File: src/design/tap_tempo_beat_tracker_core_assert.svh
// ----------------------------------------------------------------------------
// Tap tempo beat tracker: assertion macros
// Shared concurrent check forms, clocked on clk and held off during reset.
// ----------------------------------------------------------------------------
`ifndef TAP_TEMPO_BEAT_TRACKER_CORE_ASSERT_SVH
`define TAP_TEMPO_BEAT_TRACKER_CORE_ASSERT_SVH

// same-cycle implication
`define TTBT_ASSERT_NOW(label, ante, cons, msg) \
	label: assert property (@(posedge clk) disable iff (!arst_n) (ante) |-> (cons)) \
		else $error(msg);

// next-cycle implication
`define TTBT_ASSERT_NEXT(label, ante, cons, msg) \
	label: assert property (@(posedge clk) disable iff (!arst_n) (ante) |=> (cons)) \
		else $error(msg);

`endif

File: src/design/ttbt_pkg.sv
// ----------------------------------------------------------------------------
// ttbt_pkg
// Shared constants, micro-op codes and interface structs of the beat tracker.
// ----------------------------------------------------------------------------
`default_nettype none

package ttbt_pkg;

	localparam int WINDOW     = 8;
	localparam int FRAC_BITS  = 16;
	localparam int TIME_W     = 32 + FRAC_BITS;
	localparam int HEAD_W     = $clog2(WINDOW);
	localparam int CNT_W      = $clog2(WINDOW + 1);
	localparam int DVD_W      = TIME_W;
	localparam int DVS_W      = 32;
	localparam int DCNT_W     = $clog2(DVD_W + 1);
	localparam int BPM_W      = 27;
	localparam int PC_W       = 5;
	localparam int CFG_IDX_W  = 1;
	localparam int CFG_DATA_W = 16;

	localparam logic [15:0]       TIMEOUT_RST  = 16'd2000;
	localparam logic [3:0]        WINDOW_RST   = 4'd8;
	localparam logic [31:0]       PERIOD_RST   = 32'(64'd1000 << FRAC_BITS);
	localparam logic [BPM_W-1:0]  BPM_RST      = BPM_W'(60 << 8);
	localparam logic [BPM_W-1:0]  BPM_MAX      = '1;
	localparam logic [DVD_W-1:0]  BPM_DIVIDEND = DVD_W'(64'd60000 << (8 + FRAC_BITS));

	localparam logic [CFG_IDX_W-1:0] CFG_TIMEOUT = 1'b0;
	localparam logic [CFG_IDX_W-1:0] CFG_WINDOW  = 1'b1;

	typedef enum logic [4:0] {
		UOP_NOP,
		UOP_RD_NEWEST,
		UOP_TAP_GAP,
		UOP_TAP_WRITE,
		UOP_SET_N,
		UOP_RD_OLDEST,
		UOP_DIV_PERIOD,
		UOP_SET_PERIOD,
		UOP_DIV_BPM,
		UOP_SET_BPM,
		UOP_BPM_SAT,
		UOP_FRAME_ANCHOR,
		UOP_FRAME_DIFF,
		UOP_DIV_K,
		UOP_FRAME_STEP,
		UOP_DIV_FRAC,
		UOP_SET_FRAC,
		UOP_FRAC_ZERO,
		UOP_EMIT
	} uop_t;

	typedef enum logic [2:0] {
		COND_NEXT,
		COND_ALWAYS,
		COND_IS_FRAME,
		COND_CNT_LT2,
		COND_PERIOD_ZERO,
		COND_DIFF_NONPOS,
		COND_DIV_BUSY,
		COND_OUT_BLOCKED
	} cond_t;

	typedef enum logic {
		SQ_IDLE,
		SQ_RUN
	} seq_state_t;

	typedef struct packed {
		uop_t            uop;
		cond_t           cond;
		logic            last;
		logic [PC_W-1:0] target;
	} uword_t;

	typedef struct packed {
		logic is_frame;
		logic cnt_lt2;
		logic period_zero;
		logic diff_nonpos;
		logic div_busy;
		logic out_blocked;
	} status_t;

	typedef struct packed {
		logic             start;
		logic [DVD_W-1:0] dividend;
		logic [DVS_W-1:0] divisor;
	} div_req_t;

	typedef struct packed {
		logic             busy;
		logic [DVD_W-1:0] quot;
		logic [DVS_W-1:0] rem;
	} div_rsp_t;

	typedef struct packed {
		logic                 beat_pulse;
		logic [BPM_W-1:0]     bpm_q8;
		logic                 bpm_updated;
		logic                 period_zero;
		logic [31:0]          sync_beats;
		logic [FRAC_BITS-1:0] sync_fraction;
		logic                 sync_updated;
	} result_t;

endpackage

`default_nettype wire

File: src/design/ttbt_div.sv
// ----------------------------------------------------------------------------
// ttbt_div
// Restoring serial divider, one quotient bit per cycle, with remainder.
// ----------------------------------------------------------------------------
`default_nettype none

module ttbt_div (
	input  logic               clk,
	input  logic               arst_n,
	input  ttbt_pkg::div_req_t req,
	output ttbt_pkg::div_rsp_t rsp
);
	import ttbt_pkg::*;

	logic              busy_q;
	logic [DCNT_W-1:0] cnt_q;
	logic [DVD_W-1:0]  quo_q;
	logic [DVS_W-1:0]  rem_q;
	logic [DVS_W-1:0]  dvs_q;

	logic [DVS_W:0] trial;
	logic [DVS_W:0] trial_sub;
	logic           fits;

	// partial remainder stays below the divisor, so one extra bit is enough
	assign trial     = {rem_q, quo_q[DVD_W-1]};
	assign trial_sub = trial - {1'b0, dvs_q};
	assign fits      = ~trial_sub[DVS_W];

	always_ff @(posedge clk or negedge arst_n) begin
		if (!arst_n) begin
			busy_q <= 1'b0;
			cnt_q  <= '0;
		end else if (req.start) begin
			busy_q <= 1'b1;
			cnt_q  <= DCNT_W'(DVD_W);
		end else if (busy_q) begin
			cnt_q <= cnt_q - DCNT_W'(1);
			if (cnt_q == DCNT_W'(1)) begin
				busy_q <= 1'b0;
			end
		end
	end

	always_ff @(posedge clk) begin
		if (req.start) begin
			quo_q <= req.dividend;
			rem_q <= '0;
			dvs_q <= req.divisor;
		end else if (busy_q) begin
			rem_q <= fits ? trial_sub[DVS_W-1:0] : trial[DVS_W-1:0];
			quo_q <= {quo_q[DVD_W-2:0], fits};
		end
	end

	assign rsp.busy = busy_q;
	assign rsp.quot = quo_q;
	assign rsp.rem  = rem_q;

endmodule

`default_nettype wire

File: src/design/ttbt_useq.sv
// ----------------------------------------------------------------------------
// ttbt_useq
// Microcode sequencer: step counter, control store and conditional jumps.
// ----------------------------------------------------------------------------
`default_nettype none

module ttbt_useq (
	input  logic              clk,
	input  logic              arst_n,
	input  logic              start,
	input  ttbt_pkg::status_t status,
	output logic              idle,
	output ttbt_pkg::uop_t    uop
);
	import ttbt_pkg::*;

	localparam logic [PC_W-1:0] PC_NONE      = '0;
	localparam logic [PC_W-1:0] PC_WAIT_P    = 5'd7;
	localparam logic [PC_W-1:0] PC_WAIT_B    = 5'd11;
	localparam logic [PC_W-1:0] PC_BPM_SAT   = 5'd13;
	localparam logic [PC_W-1:0] PC_FRAME     = 5'd14;
	localparam logic [PC_W-1:0] PC_WAIT_K    = 5'd19;
	localparam logic [PC_W-1:0] PC_WAIT_F    = 5'd22;
	localparam logic [PC_W-1:0] PC_FRAC_ZERO = 5'd24;
	localparam logic [PC_W-1:0] PC_EMIT      = 5'd25;

	function automatic uword_t ucode(input logic [PC_W-1:0] pc);
		uword_t w;
		case (pc)
			// tap: gap check, record, mean interval, tempo
			5'd0:  w = '{UOP_NOP,          COND_IS_FRAME,    1'b0, PC_FRAME};
			5'd1:  w = '{UOP_RD_NEWEST,    COND_NEXT,        1'b0, PC_NONE};
			5'd2:  w = '{UOP_TAP_GAP,      COND_NEXT,        1'b0, PC_NONE};
			5'd3:  w = '{UOP_TAP_WRITE,    COND_NEXT,        1'b0, PC_NONE};
			5'd4:  w = '{UOP_SET_N,        COND_CNT_LT2,     1'b0, PC_EMIT};
			5'd5:  w = '{UOP_RD_OLDEST,    COND_NEXT,        1'b0, PC_NONE};
			5'd6:  w = '{UOP_DIV_PERIOD,   COND_NEXT,        1'b0, PC_NONE};
			5'd7:  w = '{UOP_NOP,          COND_DIV_BUSY,    1'b0, PC_WAIT_P};
			5'd8:  w = '{UOP_SET_PERIOD,   COND_NEXT,        1'b0, PC_NONE};
			5'd9:  w = '{UOP_NOP,          COND_PERIOD_ZERO, 1'b0, PC_BPM_SAT};
			5'd10: w = '{UOP_DIV_BPM,      COND_NEXT,        1'b0, PC_NONE};
			5'd11: w = '{UOP_NOP,          COND_DIV_BUSY,    1'b0, PC_WAIT_B};
			5'd12: w = '{UOP_SET_BPM,      COND_ALWAYS,      1'b0, PC_EMIT};
			5'd13: w = '{UOP_BPM_SAT,      COND_ALWAYS,      1'b0, PC_EMIT};
			// frame: anchor, elapsed whole beats, fraction
			5'd14: w = '{UOP_NOP,          COND_PERIOD_ZERO, 1'b0, PC_EMIT};
			5'd15: w = '{UOP_FRAME_ANCHOR, COND_NEXT,        1'b0, PC_NONE};
			5'd16: w = '{UOP_FRAME_DIFF,   COND_NEXT,        1'b0, PC_NONE};
			5'd17: w = '{UOP_NOP,          COND_DIFF_NONPOS, 1'b0, PC_FRAC_ZERO};
			5'd18: w = '{UOP_DIV_K,        COND_NEXT,        1'b0, PC_NONE};
			5'd19: w = '{UOP_NOP,          COND_DIV_BUSY,    1'b0, PC_WAIT_K};
			5'd20: w = '{UOP_FRAME_STEP,   COND_NEXT,        1'b0, PC_NONE};
			5'd21: w = '{UOP_DIV_FRAC,     COND_NEXT,        1'b0, PC_NONE};
			5'd22: w = '{UOP_NOP,          COND_DIV_BUSY,    1'b0, PC_WAIT_F};
			5'd23: w = '{UOP_SET_FRAC,     COND_ALWAYS,      1'b0, PC_EMIT};
			5'd24: w = '{UOP_FRAC_ZERO,    COND_NEXT,        1'b0, PC_NONE};
			// hold the result until the output register frees up
			5'd25: w = '{UOP_EMIT,         COND_OUT_BLOCKED, 1'b1, PC_EMIT};
			default: w = '{UOP_NOP,        COND_ALWAYS,      1'b0, PC_EMIT};
		endcase
		return w;
	endfunction

	seq_state_t      state_q, state_n;
	logic [PC_W-1:0] pc_q, pc_n;
	uword_t          word;
	logic            jump;

	assign word = ucode(pc_q);

	always_comb begin
		case (word.cond)
			COND_NEXT:        jump = 1'b0;
			COND_ALWAYS:      jump = 1'b1;
			COND_IS_FRAME:    jump = status.is_frame;
			COND_CNT_LT2:     jump = status.cnt_lt2;
			COND_PERIOD_ZERO: jump = status.period_zero;
			COND_DIFF_NONPOS: jump = status.diff_nonpos;
			COND_DIV_BUSY:    jump = status.div_busy;
			COND_OUT_BLOCKED: jump = status.out_blocked;
			default:          jump = 1'b0;
		endcase
	end

	always_comb begin
		state_n = state_q;
		pc_n    = pc_q;
		case (state_q)
			SQ_IDLE: begin
				if (start) begin
					state_n = SQ_RUN;
					pc_n    = '0;
				end
			end
			SQ_RUN: begin
				if (jump) begin
					pc_n = word.target;
				end else if (word.last) begin
					state_n = SQ_IDLE;
					pc_n    = '0;
				end else begin
					pc_n = pc_q + PC_W'(1);
				end
			end
			default: begin
				state_n = SQ_IDLE;
				pc_n    = '0;
			end
		endcase
	end

	always_comb begin
		case (state_q)
			SQ_RUN: begin
				idle = 1'b0;
				uop  = word.uop;
			end
			default: begin
				idle = 1'b1;
				uop  = UOP_NOP;
			end
		endcase
	end

	always_ff @(posedge clk or negedge arst_n) begin
		if (!arst_n) begin
			state_q <= SQ_IDLE;
			pc_q    <= '0;
		end else begin
			state_q <= state_n;
			pc_q    <= pc_n;
		end
	end

endmodule

`default_nettype wire

File: src/design/ttbt_dp.sv
// ----------------------------------------------------------------------------
// ttbt_dp
// Datapath: tap history memory, tempo and phase state, divider operand muxing.
// ----------------------------------------------------------------------------
`default_nettype none

module ttbt_dp (
	input  logic                                clk,
	input  logic                                arst_n,
	input  logic                                in_take,
	input  logic                                command,
	input  logic [31:0]                         time_ms,
	input  logic                                cfg_we,
	input  logic [ttbt_pkg::CFG_IDX_W-1:0]      cfg_index,
	input  logic [ttbt_pkg::CFG_DATA_W-1:0]     cfg_data,
	input  ttbt_pkg::uop_t                      uop,
	input  logic                                out_blocked,
	input  ttbt_pkg::div_rsp_t                  div_rsp,
	output ttbt_pkg::div_req_t                  div_req,
	output ttbt_pkg::status_t                   status,
	output ttbt_pkg::result_t                   result
);
	import ttbt_pkg::*;

	localparam int X_W = CNT_W + 1;

	logic [31:0] tap_mem [WINDOW];
	logic [31:0] rd_q;

	logic                 cmd_q;
	logic [31:0]          t_q;
	logic [15:0]          timeout_q;
	logic [3:0]           window_q;
	logic [HEAD_W-1:0]    head_q;
	logic [CNT_W-1:0]     count_q;
	logic [CNT_W-1:0]     n_q;
	logic [31:0]          period_q;
	logic [BPM_W-1:0]     tempo_q;
	logic [TIME_W-1:0]    lbt_q;
	logic                 started_q;
	logic [31:0]          beats_q;
	logic [FRAC_BITS-1:0] frac_q;
	logic [TIME_W-1:0]    diff_q;
	logic [31:0]          r_q;
	logic                 pulse_q;
	logic                 bupd_q;
	logic                 supd_q;

	logic [TIME_W-1:0] now;
	logic [31:0]       t_diff;
	logic              gap_clear;
	logic [HEAD_W-1:0] newest_idx;
	logic [HEAD_W-1:0] oldest_idx;
	logic [HEAD_W-1:0] head_inc;
	logic [HEAD_W-1:0] rd_idx;
	logic [X_W-1:0]    head_x;
	logic [X_W-1:0]    n_x;
	logic [X_W-1:0]    oldest_x;
	logic [CNT_W-1:0]  win_sel;
	logic [31:0]       r_next;

	assign now    = {t_q, {FRAC_BITS{1'b0}}};
	assign t_diff = t_q - rd_q;

	// history clears once the gap reaches the timeout
	assign gap_clear = (count_q != '0) && (t_diff >= {16'd0, timeout_q});

	assign newest_idx = (head_q == '0) ? HEAD_W'(WINDOW - 1) : head_q - HEAD_W'(1);
	assign head_inc   = (head_q == HEAD_W'(WINDOW - 1)) ? '0 : head_q + HEAD_W'(1);

	// oldest of the n newest entries sits n places behind the write pointer
	assign head_x     = X_W'(head_q);
	assign n_x        = X_W'(n_q);
	assign oldest_x   = (head_x >= n_x) ? head_x - n_x : head_x + X_W'(WINDOW) - n_x;
	assign oldest_idx = oldest_x[HEAD_W-1:0];

	assign rd_idx = (uop == UOP_RD_OLDEST) ? oldest_idx : newest_idx;

	always_comb begin
		if (window_q < 4'd2) begin
			win_sel = CNT_W'(2);
		end else if (32'(window_q) > 32'(WINDOW)) begin
			win_sel = CNT_W'(WINDOW);
		end else begin
			win_sel = CNT_W'(window_q);
		end
	end

	// divider ran on diff-1, so the true remainder is one more
	assign r_next = div_rsp.rem + 32'd1;

	always_ff @(posedge clk) begin
		if (uop == UOP_TAP_WRITE) begin
			tap_mem[head_q] <= t_q;
		end
		if (uop == UOP_RD_NEWEST || uop == UOP_RD_OLDEST) begin
			rd_q <= tap_mem[rd_idx];
		end
	end

	always_ff @(posedge clk) begin
		if (in_take) begin
			cmd_q <= command;
			t_q   <= time_ms;
		end
		case (uop)
			UOP_SET_N:      n_q    <= (win_sel > count_q) ? count_q : win_sel;
			UOP_FRAME_DIFF: diff_q <= now - lbt_q;
			UOP_FRAME_STEP: r_q    <= r_next;
			default: ;
		endcase
	end

	always_ff @(posedge clk or negedge arst_n) begin
		if (!arst_n) begin
			timeout_q <= TIMEOUT_RST;
			window_q  <= WINDOW_RST;
			head_q    <= '0;
			count_q   <= '0;
			period_q  <= PERIOD_RST;
			tempo_q   <= BPM_RST;
			lbt_q     <= '0;
			started_q <= 1'b0;
			beats_q   <= '0;
			frac_q    <= '0;
			pulse_q   <= 1'b0;
			bupd_q    <= 1'b0;
			supd_q    <= 1'b0;
		end else begin
			if (cfg_we) begin
				case (cfg_index)
					CFG_TIMEOUT: timeout_q <= cfg_data[15:0];
					CFG_WINDOW:  window_q  <= cfg_data[3:0];
					default: ;
				endcase
			end
			if (in_take) begin
				pulse_q <= 1'b0;
				bupd_q  <= 1'b0;
				supd_q  <= 1'b0;
			end
			case (uop)
				UOP_TAP_GAP: begin
					if (gap_clear) begin
						count_q <= '0;
					end
					lbt_q   <= now;
					pulse_q <= 1'b1;
				end
				UOP_TAP_WRITE: begin
					head_q <= head_inc;
					if (count_q != CNT_W'(WINDOW)) begin
						count_q <= count_q + CNT_W'(1);
					end
				end
				UOP_SET_PERIOD: begin
					period_q <= (|div_rsp.quot[DVD_W-1:32]) ? '1 : div_rsp.quot[31:0];
					bupd_q   <= 1'b1;
				end
				UOP_SET_BPM: begin
					tempo_q <= (|div_rsp.quot[DVD_W-1:BPM_W]) ? BPM_MAX
						: div_rsp.quot[BPM_W-1:0];
				end
				UOP_BPM_SAT: tempo_q <= BPM_MAX;
				UOP_FRAME_ANCHOR: begin
					supd_q <= 1'b1;
					if (!started_q) begin
						started_q <= 1'b1;
						lbt_q     <= now;
						beats_q   <= '0;
					end
				end
				UOP_FRAME_STEP: begin
					// last beat advances by k periods, i.e. to now minus remainder
					if (div_rsp.quot != '0) begin
						pulse_q <= 1'b1;
						beats_q <= beats_q + div_rsp.quot[31:0];
						lbt_q   <= now - TIME_W'(r_next);
					end
				end
				UOP_SET_FRAC: begin
					frac_q <= (|div_rsp.quot[DVD_W-1:FRAC_BITS]) ? '1
						: div_rsp.quot[FRAC_BITS-1:0];
				end
				UOP_FRAC_ZERO: frac_q <= '0;
				default: ;
			endcase
		end
	end

	always_comb begin
		div_req.start    = 1'b0;
		div_req.dividend = '0;
		div_req.divisor  = period_q;
		case (uop)
			UOP_DIV_PERIOD: begin
				div_req.start    = 1'b1;
				div_req.dividend = {t_diff, {FRAC_BITS{1'b0}}};
				div_req.divisor  = DVS_W'(n_q - CNT_W'(1));
			end
			UOP_DIV_BPM: begin
				div_req.start    = 1'b1;
				div_req.dividend = BPM_DIVIDEND;
			end
			UOP_DIV_K: begin
				div_req.start    = 1'b1;
				div_req.dividend = diff_q - DVD_W'(1);
			end
			UOP_DIV_FRAC: begin
				div_req.start    = 1'b1;
				div_req.dividend = {r_q, {FRAC_BITS{1'b0}}};
			end
			default: ;
		endcase
	end

	always_comb begin
		status.is_frame    = cmd_q;
		status.cnt_lt2     = (count_q < CNT_W'(2));
		status.period_zero = (period_q == '0);
		status.diff_nonpos = diff_q[TIME_W-1] | (diff_q == '0);
		status.div_busy    = div_rsp.busy;
		status.out_blocked = out_blocked;
	end

	always_comb begin
		result.beat_pulse    = pulse_q;
		result.bpm_q8        = tempo_q;
		result.bpm_updated   = bupd_q;
		result.period_zero   = (period_q == '0);
		result.sync_beats    = beats_q;
		result.sync_fraction = frac_q;
		result.sync_updated  = supd_q;
	end

endmodule

`default_nettype wire

File: src/design/tap_tempo_beat_tracker_core.sv
// ----------------------------------------------------------------------------
// Tap tempo beat tracker core: one request in flight, result held in an output register.
// Tempo taps and phase updates each run up to two passes through the serial divider.
// A new request is taken only while the sequencer is idle; a waiting result stalls the next emit.
// Async reset: timeout 2000 ms, window 8, period 1000 ms, 60 bpm; tap count reset, memory kept.
// ----------------------------------------------------------------------------
`default_nettype none

`include "tap_tempo_beat_tracker_core_assert.svh"

module tap_tempo_beat_tracker_core (
	input  logic                                 clk,
	input  logic                                 arst_n,
	input  logic                                 in_valid,
	output logic                                 in_ready,
	input  logic                                 command,
	input  logic [31:0]                          time_ms,
	output logic                                 out_valid,
	input  logic                                 out_ready,
	output logic                                 beat_pulse,
	output logic [ttbt_pkg::BPM_W-1:0]           bpm_q8,
	output logic                                 bpm_updated,
	output logic                                 period_zero,
	output logic [31:0]                          sync_beats,
	output logic [ttbt_pkg::FRAC_BITS-1:0]       sync_fraction,
	output logic                                 sync_updated,
	input  logic                                 cfg_we,
	input  logic [ttbt_pkg::CFG_IDX_W-1:0]       cfg_index,
	input  logic [ttbt_pkg::CFG_DATA_W-1:0]      cfg_data
);
	import ttbt_pkg::*;

	logic     seq_idle;
	logic     in_take;
	logic     out_blocked;
	logic     emit;
	uop_t     uop;
	status_t  status;
	div_req_t div_req;
	div_rsp_t div_rsp;
	result_t  result;

	logic    out_valid_q;
	result_t res_q;

	assign in_ready    = seq_idle;
	assign in_take     = in_valid & seq_idle;
	assign out_blocked = out_valid_q & ~out_ready;
	assign emit        = (uop == UOP_EMIT) & ~out_blocked;

	ttbt_useq u_useq (
		.clk    (clk),
		.arst_n (arst_n),
		.start  (in_take),
		.status (status),
		.idle   (seq_idle),
		.uop    (uop)
	);

	ttbt_dp u_dp (
		.clk         (clk),
		.arst_n      (arst_n),
		.in_take     (in_take),
		.command     (command),
		.time_ms     (time_ms),
		.cfg_we      (cfg_we),
		.cfg_index   (cfg_index),
		.cfg_data    (cfg_data),
		.uop         (uop),
		.out_blocked (out_blocked),
		.div_rsp     (div_rsp),
		.div_req     (div_req),
		.status      (status),
		.result      (result)
	);

	ttbt_div u_div (
		.clk    (clk),
		.arst_n (arst_n),
		.req    (div_req),
		.rsp    (div_rsp)
	);

	// output register: a new request may start while this one waits
	always_ff @(posedge clk or negedge arst_n) begin
		if (!arst_n) begin
			out_valid_q <= 1'b0;
		end else if (emit) begin
			out_valid_q <= 1'b1;
		end else if (out_ready) begin
			out_valid_q <= 1'b0;
		end
	end

	always_ff @(posedge clk) begin
		if (emit) begin
			res_q <= result;
		end
	end

	assign out_valid     = out_valid_q;
	assign beat_pulse    = res_q.beat_pulse;
	assign bpm_q8        = res_q.bpm_q8;
	assign bpm_updated   = res_q.bpm_updated;
	assign period_zero   = res_q.period_zero;
	assign sync_beats    = res_q.sync_beats;
	assign sync_fraction = res_q.sync_fraction;
	assign sync_updated  = res_q.sync_updated;

	`TTBT_ASSERT_NEXT(a_take_starts_run, in_valid && in_ready, !in_ready,
		"sequencer did not leave idle after a request was taken")
	`TTBT_ASSERT_NOW(a_div_no_restart, div_req.start, !div_rsp.busy,
		"divider restarted while a division was in progress")
	`TTBT_ASSERT_NEXT(a_emit_ends_item, emit, in_ready && out_valid,
		"result loaded but sequencer not back to idle")

endmodule

`default_nettype wire

File: config.mk
export PLATFORM = sky130hd
export DESIGN_NAME = tap_tempo_beat_tracker_core
export DESIGN_NICKNAME = d
export VERILOG_FILES = /design/src/design/ttbt_pkg.sv /design/src/design/ttbt_div.sv /design/src/design/ttbt_useq.sv /design/src/design/ttbt_dp.sv /design/src/design/tap_tempo_beat_tracker_core.sv
export VERILOG_INCLUDE_DIRS = /design/src /design/src/design
export SDC_FILE = /design/constraint.sdc
export NUM_CORES = 2
export LEC_CHECK = 0
export BUFFER_PORTS_ARGS = -buffer_cell sky130_fd_sc_hd__clkbuf_2
export CORE_ASPECT_RATIO = 0.7
export CORE_MARGIN = 2
export CORE_UTILIZATION = 45
export CTS_CLUSTER_SIZE = 10
export DETAILED_ROUTE_END_ITERATION = 16
export PLACE_DENSITY = 0.67
export REMOVE_ABC_BUFFERS = 1
export SLEW_MARGIN = 0
export SYNTH_ARGS = -nofsm -noshare
export SYNTH_HDL_FRONTEND = slang
export SYNTH_SLANG_ARGS = --single-unit
File: constraint.sdc
create_clock -name clk -period 5.9 [get_ports clk]
set_input_delay 0.59 -clock clk [delete_from_list [all_inputs] [get_ports clk]]
set_output_delay 0.59 -clock clk [all_outputs]
set_load 0.02 [all_outputs]
Word level (Yosys, flattened, before mapping)

Memory sizes are Yosys's and may differ from the RTL's. A register that Yosys moved wholly into a read port is not among the register bits.
Index checks and enable logic that the tools add are counted.

Register bits: 508
Bits in latches: 0
RAM bits: 256
Memory bits (read-only): 448
Input port bits: 55
Output and inout port bits: 81
Logic and storage cells: 176
Memories kept: 2

Memories:

| name             | words | bits a word | rd ports | clocked after Yosys merged registers in | write ports | line            | RTL |
|---|---|---|---|---|---|---|---|
| (name not given) | 32    | 14          | 1        | 0                                       | 0           | ttbt_useq.sv:29 | `case (pc)` |
| u_dp.tap_mem     | 8     | 32          | 1        | 1                                       | 1           | ttbt_dp.sv:27   | `logic [31:0] tap_mem [WINDOW];` |

Add/subtract/negate cells: 16
Multiply operators: 0
Divide/modulo/power cells: 0
Order comparisons: 6
Equal/unequal tests: 33
Shift operators: 0
Mux-type cells: 52
Bitwise gates (word level): 9
Reductions and logical operators: 25

Operators with widths:

| cell                                                                 | number |
|---|---|
| 49-bit one-hot mux with 4 select lines                               | 1 |
| 48-bit 2-to-1 mux                                                    | 4 |
| 32-bit 2-to-1 mux                                                    | 5 |
| 48-bit one-hot mux with 3 select lines                               | 1 |
| 32-bit one-hot mux with 2 select lines                               | 1 |
| 27-bit one-hot mux with 2 select lines                               | 1 |
| 48-bit logical NOT                                                   | 1 |
| 48-bit nonzero test                                                  | 1 |
| 48-bit by 1-bit subtractor with 48-bit output, second input constant | 1 |
| 48-bit by 32-bit subtractor with 48-bit output                       | 1 |
| 48-bit subtractor                                                    | 1 |
| 5-bit by 4-bit == test with 1-bit output, second input constant      | 8 |
| 33-bit by 32-bit subtractor with 33-bit output                       | 1 |
| 32-bit by 1-bit adder with 32-bit output, second input constant      | 1 |
| 32-bit adder                                                         | 1 |
| 32-bit by 16-bit >= comparator with 1-bit output                     | 1 |
| 32-bit logical NOT                                                   | 1 |
| 16-bit one-hot mux with 2 select lines                               | 1 |
| 32-bit OR reduction                                                  | 1 |
| 32-bit subtractor                                                    | 1 |
| 27-bit 2-to-1 mux                                                    | 1 |
| 21-bit OR reduction                                                  | 1 |
| 5-bit by 3-bit == test with 1-bit output, second input constant      | 4 |
| 4-bit 2-to-1 mux                                                     | 5 |
| other kinds (42)                                                     | 96 |

Logic depth before layout (Yosys ltp)

Word-level depth: 5
Depth in mapped cells: 21

Hierarchy

A second synthesis with hierarchy kept.

Cells, all modules: 3626
Area, all modules: 42032.8 µm²

Modules (own cells, without submodules):

| module                      | instances | cells an instance | area each (µm²) |
|---|---|---|---|
| ttbt_dp                     | 1         | 2807              | 31925.6 |
| ttbt_div                    | 1         | 590               | 6601.3 |
| tap_tempo_beat_tracker_core | 1         | 85                | 2441.1 |
| ttbt_useq                   | 1         | 144               | 1064.8 |

Least setup slack after synthesis

Ideal clock, no wire load.

Kind: reg-to-reg
Start: reg u_useq.pc_q[0]
End: reg res_q (netlist bit beat_pulse), enable pin
Setup time: 0.517 ns
Arrival: 5.161 ns
Required time: 5.383 ns
Setup slack: 0.222 ns
Cell stages (with the launch flop): 9
Clock period less this slack: 5.678 ns
Path through: dfrtp_1 -> inv_1 -> ha_1 -> inv_1 -> mux4_2 -> o221ai_2 -> nand2b_1 -> nand2b_1 -> nor2_1

Cells in the longest elaborated chain, start to end: 4

RTL lines:

| element                | line                              | RTL |
|---|---|---|
| start, declared        | ttbt_useq.sv:65                   | `logic [PC_W-1:0] pc_q, pc_n;` |
| start signal, assigned | ttbt_useq.sv:131                  | `pc_q <= pc_n;` |
| memory 32 x 14 bit     | n/a                               |  |
| 5-bit 2-to-1 mux       | ttbt_useq.sv:113                  | `case (state_q)` |
| 5-bit == test          | tap_tempo_beat_tracker_core.sv:49 | `assign emit = (uop == UOP_EMIT) & ~out_blocked;` |
| 1-bit AND              | tap_tempo_beat_tracker_core.sv:49 |  |
| net emit               | tap_tempo_beat_tracker_core.sv:36 | `logic emit;` |
| end signal, assigned   | tap_tempo_beat_tracker_core.sv:97 | `res_q <= result;` |
| end, declared          | tap_tempo_beat_tracker_core.sv:44 | `result_t res_q;` |

The timed path passes the listed nets, and every way through them passes these cells.
A chain may end at the register's enable or synchronous reset.

Final worst setup path

Start: reg u_dp.t_q[1]
End: reg u_dp.count_q[0]

Cells in the longest elaborated chain, start to end: 5

RTL lines:

| element                                            | line           | RTL |
|---|---|---|
| start, declared                                    | ttbt_dp.sv:31  | `logic [31:0] t_q;` |
| start signal, assigned                             | ttbt_dp.sv:104 | `t_q <= time_ms;` |
| 32-bit subtractor                                  | ttbt_dp.sv:63  | `assign t_diff = t_q - rd_q;` |
| 32-bit by 16-bit >= comparator with 1-bit output   | ttbt_dp.sv:66  | `assign gap_clear = (count_q != '0) && (t_diff >= {16'd0, timeout_q});` |
| 1-bit logical AND                                  | ttbt_dp.sv:66  |  |
| 2-bit by 1-bit != test with 1-bit output (no line) | n/a            |  |
| 3-bit AND reduction (no line)                      | n/a            |  |
| end signal, assigned                               | ttbt_dp.sv:153 | `count_q <= count_q + CNT_W'(1);` |
| end, declared                                      | ttbt_dp.sv:35  | `logic [CNT_W-1:0] count_q;` |

Every way passes these cells.

==> impl_metrics.sql <==
INSERT INTO impl_metrics (metric_group, metric, value, unit) VALUES
('run_status', 'run_status', 'finished clean', ''),
('setup_path', 'worst_path_class_setup', 'reg2reg', ''),
('power', 'power.leakage', '17.6', 'nW'),
('setup_path', 'timing.critical_path.max_delay_family', 'compound AO/OA/AOI/OAI gates', ''),
('sta', 'timing_max_transition_violations_final', '0', ''),
('placed_design', 'globalplace.congestion', '0.950', ''),
('setup_path', 'timing.critical_path.to', 'u_dp.count_q[0]', ''),
('final_layout', 'layout_overhead_on_the_synthesized_area', '12.5', '%'),
('sta', 'maximum_clock_frequency', '187', 'MHz'),
('route', 'drt.antenna.violating_nets', '0', ''),
('synthesis', 'synth_cell_type_count', '97', ''),
('placed_design', 'number_of_port_buffers', '135', ''),
('synthesis', 'yosysWarnings', '0', ''),
('floorplanning', 'placementRows', '92', ''),
('setup_path', 'cp_cell_instances', 'inv_1, fa_1, nand2b_1, a21oi_1, o21ai_0, nand2b_1, a21oi_1, o21ai_0, xor2_1, ha_1, a21o_1, a211o_1, nor3_1, o21ai_0, a221oi_1, nand4_1, nor4_1, a31oi_1, o21ai_0', ''),
('floorplanning', 'design.core.area', '90400', 'sq um'),
('synthesis', 'synth_seq_cells', '796', ''),
('grt', 'grt.overflow.total', '0', ''),
('synthesis', 'async_reset_ff_frac', '0.251', ''),
('power', 'power_switching', '12.3', 'mW'),
('power', 'power_report.internal_total', '17.0', 'mW'),
('synthesis', 'dominantRegCellSynth', 'sky130_fd_sc_hd__edfxtp_1', ''),
('power', 'max-vdd-ir-drop', '0.000426', 'V'),
('route', 'totalWireLength', '114000', 'um'),
('synthesis', 'post_synth_inst_count', '3560', ''),
('sta', 'max_slew_margin', '0.156', ''),
('cts', 'post-cts-setup-buffer-count', '0', ''),
('synthesis', 'seq_area_frac_synth', '0.549', ''),
('power', 'pwr-share-seq', '0.325', ''),
('grt', 'grt_use_total', '0.238', ''),
('synthesis', 'leading_post_synthesis_cells_by_cell_area', 'sky130_fd_sc_hd__edfxtp_1 41%, sky130_fd_sc_hd__dfrtp_1 11%, sky130_fd_sc_hd__ha_1 5.6%, sky130_fd_sc_hd__mux4_2 3.6%, sky130_fd_sc_hd__xnor2_1 3.2%', ''),
('grt', 'grt_pass1_wl', '170000', 'um'),
('setup_path', 'timing.critical_path.arrival', '5.94', 'ns'),
('synthesis', 'synth_most_common_cell', 'sky130_fd_sc_hd__edfxtp_1', ''),
('setup_path', 'crit_path_end_kind', 'flop', ''),
('cts', 'cts.path.max_buffers', '3', ''),
('cts', 'cts_hold_buf', '0', ''),
('run', 'max_cap_viol_count', '0', ''),
('final_layout', 'finish.utilization', '0.512', ''),
('setup_path', 'timing.critical_path.required', '6.48', 'ns'),
('route', 'vias', '29800', ''),
('route', 'drc', '0', ''),
('final_layout', 'n_fill_cell', '7812', ''),
('sta', 'hold_viol_final', '0', ''),
('floorplanning', 'io_pins', '136', ''),
('synthesis', 'synth_top_area_frac', '0.411', ''),
('route', 'initialDrtViolationCount', '3596', ''),
('synthesis', 'netlist_area', '41200', 'sq um'),
('placed_design', 'numPlacedInstances', '4845', ''),
('setup_path', 'path_common_cell', 'sky130_fd_sc_hd__o21ai_0', ''),
('setup_path', 'cp.depth', '19', ''),
('cts', 'worstSkewPairLatency', '0.68', 'ns'),
('setup_path', 'r2r_setup_slack', '0.54', 'ns'),
('setup_path', 'timing.critical_path.from_type', 'flop', ''),
('setup_path', 'cell_type_of_the_slowest_stage_on_the_worst_timing_path', 'sky130_fd_sc_hd__edfxtp_1', ''),
('cts', 'clock_tree.root_cell', 'sky130_fd_sc_hd__clkbuf_16', ''),
('final_layout', 'layout-drive-gt1-share', '0.133', ''),
('grt', 'grt_max_degree', '117', ''),
('setup_path', 'rr_endpoint', 'u_dp.count_q[0]', ''),
('cts', 'clock_sinks', '796', ''),
('floorplanning', 'die-area', '94000', 'sq um'),
('setup_path', 'crit_path_max_incr_delay', '0.66', 'ns'),
('sta', 'clock_period_minus_final_worst_setup_slack', '5.36', 'ns'),
('setup_path', 'timing.critical_path.fanout_max', '13', ''),
('route', 'routed_wire_per_std_cell', '22.7', 'um'),
('route', 'via_per_inst', '5.94', ''),
('final_layout', 'final_design_area_no_fill', '46300', 'sq um'),
('sta', 'setup-violations-final', '0', ''),
('cts', 'post_cts.resized_instances', '0', ''),
('cts', 'clock_tree_from_tritoncts', 'built', ''),
('floorplanning', 'initial_utilization', '0.456', '');
[flip-flops by register name, summed over array words and instances, names as in the netlist, 32 cells and up]
register       count
u_dp.tap_mem     256
u_div.quo_q       48
u_dp.diff_q       48
u_dp.lbt_q        48
sync_beats        32
u_div.dvs_q       32
u_div.rem_q       32
u_dp.beats_q      32
u_dp.period_q     32
u_dp.r_q          32
u_dp.rd_q         32
u_dp.t_q          32
[how the worst min path moves through the flow]
stage          slack, ns          endpoint           start  cells after the start
6_report            0.04   u_dp.beats_q[9]          arst_n                      1
3_5_place_dp        0.43  sync_fraction[3]  u_dp.frac_q[3]                      0
2_1_floorplan       0.29         out_valid          arst_n                      0
3_3_place_gp        0.43  sync_fraction[0]  u_dp.frac_q[0]                      0
5_1_grt             0.08      u_dp.t_q[13]     time_ms[13]                      1
4_1_cts             0.05     u_dp.lbt_q[2]          arst_n                      1
[metal layers]
layer,track usage,up-vias,share of wire
met5,0.0315,-,0.0036
li1,-,13700,-
met3,0.0622,163,0.11
met4,0.0538,4,0.019
met2,0.325,1328,0.41
met1,0.371,14700,0.46
[placed cells by master (no fill, tap or decap), drive strengths merged, types with 17 or more instances in the layout]
| master | instances |
|---|---|
| inv | 185 |
| nor2 | 238 |
| o31ai | 23 |
| mux4 | 66 |
| a31oi | 27 |
| nor3 | 73 |
| a21o | 95 |
| xnor2 | 152 |
| xor2 | 89 |
| mux2i | 26 |
| nand2 | 302 |
| o22a | 29 |
| a222oi | 21 |
| nand3 | 50 |
| o21a | 23 |
| o21ai | 274 |
| a21oi | 232 |
| and3 | 22 |
| clkbuf | 291 |
| nand4 | 32 |
| ha | 183 |
| a211oi | 27 |
| or2 | 18 |
| o211ai | 35 |
| dfxtp | 32 |
| mux2 | 38 |
| buf | 70 |
| edfxtp | 564 |
| dfstp | 17 |
| nand2b | 45 |
| nor2b | 32 |
| nor4 | 51 |
| or3 | 28 |
| dfrtp | 183 |
[through the flow]
step	setup TNS, ns	power, mW	hold WS, ns	setup slack, ns
after floorplan	-109.51	19.6	0.294	-2.54
after global placement	0	23.6	0.429	0.778
after detailed placement	0	23.8	0.434	0.704
after CTS	0	29.2	0.0537	0.658
after global routing	0	31.1	0.0752	0.164
final	0	29.3	0.0399	0.540
[power by group through the flow]
stage / Combinational [mW] / Clock, mW / Sequential, mW
2_1_floorplan: 10.6 / 0 / 9.06
3_3_place_gp: 14.0 / 0 / 9.54
3_5_place_dp: 14.2 / 0 / 9.56
4_1_cts: 14.3 / 5.41 / 9.47
5_1_grt: 15.9 / 5.61 / 9.66
6_report: 14.5 / 5.33 / 9.54
[final cells by class]
class | instances | area (sq um) | share of cell area
diodes | 2 | 5.00 | 0.000108
clock buffers | 157 | 2590 | 0.0559
repair buffers | 204 | 1270 | 0.0273
flip-flops and latches | 796 | 22600 | 0.488
well taps | 1222 | 1530 | 0.0330
multi-input cells | 2438 | 17500 | 0.377
clock inverters | 14 | 169 | 0.00365
inverters | 185 | 697 | 0.0150
[logic make-up after synthesis]
family | Yosys count | share of synthesized area
fa+ha+maj | 187 | 0.0576
xor+xnor | 241 | 0.0513
buf+inv | 326 | 0.0315
mux | 130 | 0.0528
flops | 796 | 0.549
simple gates | 956 | 0.114
compound gates | 924 | 0.144
Note: power is estimated with default switching activity, not from simulation.
